`config.mk`:
```
export PLATFORM = sky130hd
export DESIGN_NAME = iso_cell
export DESIGN_NICKNAME = d
export VERILOG_FILES = /design/src/design/iso_pkg.sv /design/src/design/iso_cell.sv
export SDC_FILE = /design/constraint.sdc
export NUM_CORES = 1
export LEC_CHECK = 0
export BUFFER_PORTS_ARGS = -buffer_cell sky130_fd_sc_hd__buf_2
export CORE_MARGIN = 3
export CORE_UTILIZATION = 49
export DETAILED_ROUTE_END_ITERATION = 8
export GPL_ROUTABILITY_DRIVEN = 0
export PLACE_DENSITY = 0.91
export SLEW_MARGIN = 20
export SYNTH_ARGS = -nofsm -noshare
export SYNTH_HDL_FRONTEND = slang
export SYNTH_SLANG_ARGS = --single-unit
```
`constraint.sdc`:
```
create_clock -name i_clk -period 7.85 [get_ports i_clk]
set_input_delay 0.785 -clock i_clk [delete_from_list [all_inputs] [get_ports i_clk]]
set_output_delay 0.785 -clock i_clk [all_outputs]
set_load 0.01 [all_outputs]
```
`src/design/iso_pkg.sv`:
```
`timescale 1ns / 1ps

package iso_pkg;

    // Element width and default list capacity
    localparam int VALUE_W  = 32;
    localparam int CAPACITY = 64;

    typedef logic signed [VALUE_W-1:0] t_value;

    // Per-cycle command broadcast to every cell of the chain
    typedef struct packed {
        logic insert;    // place the incoming element, shift larger entries up
        logic shift_dn;  // move every entry one place toward cell 0
    } t_cell_ctl;

endpackage

```
`src/design/iso_cell.sv`:
```
`timescale 1ns / 1ps

module iso_cell (
    input  logic                  i_clk,
    input  iso_pkg::t_cell_ctl    i_ctl,
    input  iso_pkg::t_value       i_value,
    input  logic                  i_occ,
    input  iso_pkg::t_value       i_prev_data,
    input  logic                  i_prev_qual,
    input  iso_pkg::t_value       i_next_data,
    output iso_pkg::t_value       o_data,
    output logic                  o_qual
);

    iso_pkg::t_value r_data;
    iso_pkg::t_value n_data;

    // Flag this slot as at or above the insertion point
    assign o_qual = !i_occ || (r_data > i_value);
    assign o_data = r_data;

    // Take the lower neighbor, the new element, or the upper neighbor
    always_comb begin
        n_data = r_data;
        if (i_ctl.insert) begin
            if (i_prev_qual) begin
                n_data = i_prev_data;
            end else if (o_qual) begin
                n_data = i_value;
            end
        end else if (i_ctl.shift_dn) begin
            n_data = i_next_data;
        end
    end

    always_ff @(posedge i_clk) begin
        r_data <= n_data;
    end

endmodule

```
==> impl_metrics.toml <==
[outcome]
status = "completed"

[yosys]
synthAdderAreaFrac_pct = 15.9
seq_area_frac_synth_pct = 38.2
yosysTopAreaCellShare_pct = 38.2
synth_warnings = 0
syn_inst = 269
netlist_area_mm2 = 0.00251
synth-seq-cells = 32
synthMuxAreaShare_pct = 12.7
synthTopCellsByArea = "edfxtp_1 (38%), ha_1 (16%), mux2i_1 (13%)"
ys_types = 26
synth_nets = 402
synth_top_area_cell = "edfxtp_1"
synthSimpleGateAreaFrac_pct = 13.4
synth_compound_area_share_pct = 12.7
synth.avg_cell_area_um2 = 9.35
synth_xor_area_share_pct = 0
synth_top_family_by_area = "adder cells"

[floorplan]
die_h_um = 77.6
rows = 25
num_io_pins = 134
dieArea_mm2 = 0.00603
die_width_um = 77.6
core_mm2 = 0.00485
initial_core_util_pct = 51.9

[clocking]
clock_path_buffers = 2
clkSlewWorstSetupHoldPaths_ns = 0.07
post_cts_resized = 0
cts_hold_buf = 0
clock-sinks = 32
clk_latency_ns = 0.28
cts_post_setup_buffers_inserted = 0
cts-htree-levels = 2
cts_tree = "yes"
cts_buffers = 5
cts_root_buf = "clkbuf_8"

[worst_setup_path]
ff2ff_path_depth = 8
path_cells = "buf_2 -> inv_1 -> ha_1 -> a21oi_1 -> o21ai_0 -> a211oi_1 -> and3_1 -> o22ai_1 -> nor3_4 -> buf_4"
cp-end-kind = "flop"
crit_type = "primary input to flop"
rrSetupSlack_ns = 4.69
crit_required_ns = 7.81
slowest_stage = "nor3_4"
arrival_ns = 3.35
cp_slowest_stage_delay_ns = 0.65
worst_setup_path_start_kind = "primary input"
cp_max_fo = 17
r2r-start = "o_data[23]"
worstReg2RegEnd = "o_data[11]"

[power]
vdd_drop_max_mv = 0.110
switching_share_pct = 31.0
p_int_mw = 0.345
switchingPower_mw = 0.155
cellPowerDensity_mw_per_mm2 = 151
seqPwrFrac_pct = 44.2
power_frac_clock_pct = 23.8
power_mw = 0.501
p_comb_share_pct = 32.0
p_leak_nw = 1.71

[timing]
finClkSkew_ns = 0.00862
post-route-min-period_ns = 3.39
rsz0062_at_grt = "no"
max_clock_freq_mhz = 295
setup_violations = 0
slew_viol_final = 0
hold_slack_ns = 0.826
timing.slew.headroom_pct = 29.3
hold_viol_final = 0
post-route-period-util_pct = 43.2
setup_tns_ns = 0
tightestPinTransition_ns = 1.06

[layout]
final_nets = 532
diodes = 0
final_cells = 467
largest_reg_flops = 32
area_growth_pct = 31.9
drive_above_1_share_pct = 35.8

[global_routing]
grt_antenna_before_repair = 0
track_usage_pct = 21.2
grt_max_degree = 67
grt_pass1_vias = 2384
grt_pass1_wl_mm = 10.4
grt.overflow.total = 0

[hold_path]
hold_path.startpoint = "i_next_data[9]"
hold_depth = 3
hold_path_class = "primary input to flop"
hold-path-endpoint = "o_data[9]"

[detailed_routing]
drt_iter0_drc = 83
finalWirelength_mm = 6.51
viasPerCell = 5.21
drcViolationCount = 0
num_vias = 2433
ant_nets = 0
first_pass_iters = 5
post_drt_wl_per_cell_um = 13.9

[place]
placed_cells = 459
portBuffers = 133
dp.final_hpwl_mm = 5.29

[job]
cap_violations = 0
==> metrics by stage <==
| stage | setup WS (ns) | area [µm²] | util (%) |
|---|---|---|---|
| floorplan | 3.20 | 2510 | - |
| detailed placement | 3.90 | 3230 | 66.7 |
| finish | 4.46 | 3320 | 68.4 |
| global placement | 4.10 | 3230 | 66.7 |
| global route | 4.35 | 3320 | 68.4 |
| CTS | 4.16 | 3310 | 68.3 |
==> worst max-delay path by stage <==
stage | startpoint | to | slack [ns] | cells past startpoint
after floorplan | i_value[31] | o_data[0] | 3.20 | 7
after global placement | i_value[31] | o_data[6] | 4.10 | 9
after detailed placement | i_value[23] | o_data[5] | 3.90 | 10
after CTS | i_value[23] | o_data[11] | 4.16 | 10
after global routing | i_value[21] | o_data[19] | 4.35 | 10
final | i_value[23] | o_data[11] | 4.46 | 10
==> critical path: cells and delay by family <==
| kind | cells | cell delay (ns) |
|---|---|---|
| adder cells (fa/ha/maj) | 1 | 0.32 |
| buffers and inverters | 3 | 0.51 |
| AO/OA/AOI/OAI | 4 | 0.82 |
| AND/OR/NAND/NOR | 2 | 0.91 |
==> cells by family (layout without fill, tap and decap cells) <==
family / Yosys count / in the layout
simple gates: 67 / 67
compound gates: 60 / 60
buf+inv: 46 / 177
fa+ha+maj: 32 / 32
mux: 32 / 32
flops: 32 / 32
==> cells in the mapped netlist <==
master      n
a2111oi_0   1
mux2i_1    32
a211oi_1    2
nand3_1     6
nor4_1      1
edfxtp_1   32
buf_2       3
o21ai_0     7
clkbuf_1    8
a21boi_0    1
o22ai_1     1
nor2b_1     1
nand2_1     9
a221oi_1    1
inv_1      35
nand4_1     8
and3_1      1
nor3b_2     1
nand2b_1    1
nor4_4      1
a211o_1     1
nor2_1     34
ha_1       32
nand4_4     1
nor3_1      3
a21oi_1    46
==> layout make-up <==
cell class | instances | area [µm²]
Fill cell | 387 | 1530
Timing Repair Buffer | 134 | 673
Multi-Input combinational cell | 191 | 1390
Inverter | 35 | 131
Tap cell | 67 | 83.8
Clock buffer | 7 | 76.3
Clock inverter | 1 | 3.75
Sequential cell | 32 | 961
==> cell usage in the layout (no fill, tap or decap) <==
cell type,n
buf_2,133
a21oi_1,46
inv_1,35
nor2_1,34
mux2i_1,32
ha_1,32
edfxtp_1,32
nand2_1,9
nand4_1,8
o21ai_0,7
nand3_1,6
clkbuf_8,5
nor3_1,2
a211oi_1,2
clkbuf_1,2
a21boi_0,1
a211o_1,1
nand4_4,1
nor4_4,1
a221oi_1,1
nor3b_2,1
nand2b_1,1
and3_1,1
nor4_1,1
nor2b_1,1
a2111oi_0,1
o22ai_1,1
nor3_4,1
clkinv_1,1
buf_4,1
==> power by group through the flow <==
stage	Combinational, mW	Clock, mW	Sequential [mW]
after floorplan	0.0822	0	0.234
after global placement	0.152	0	0.224
after detailed placement	0.159	0	0.225
after CTS	0.160	0.122	0.222
after global routing	0.179	0.130	0.224
final	0.160	0.119	0.221
==> metal layers <==
layer  global-route usage, %  routed length [µm]  vias to the layer above  share of wire, %
li1                        -                   -                     1229                 -
met1                    24.5                2630                     1106                40
met3                    4.18                 364                        8               5.6
met4                    9.07                  87                        0               1.3
met2                    37.8                3430                       90                53
met5                       0                   0                        -                 0
Power figures use the tool's default switching activity.
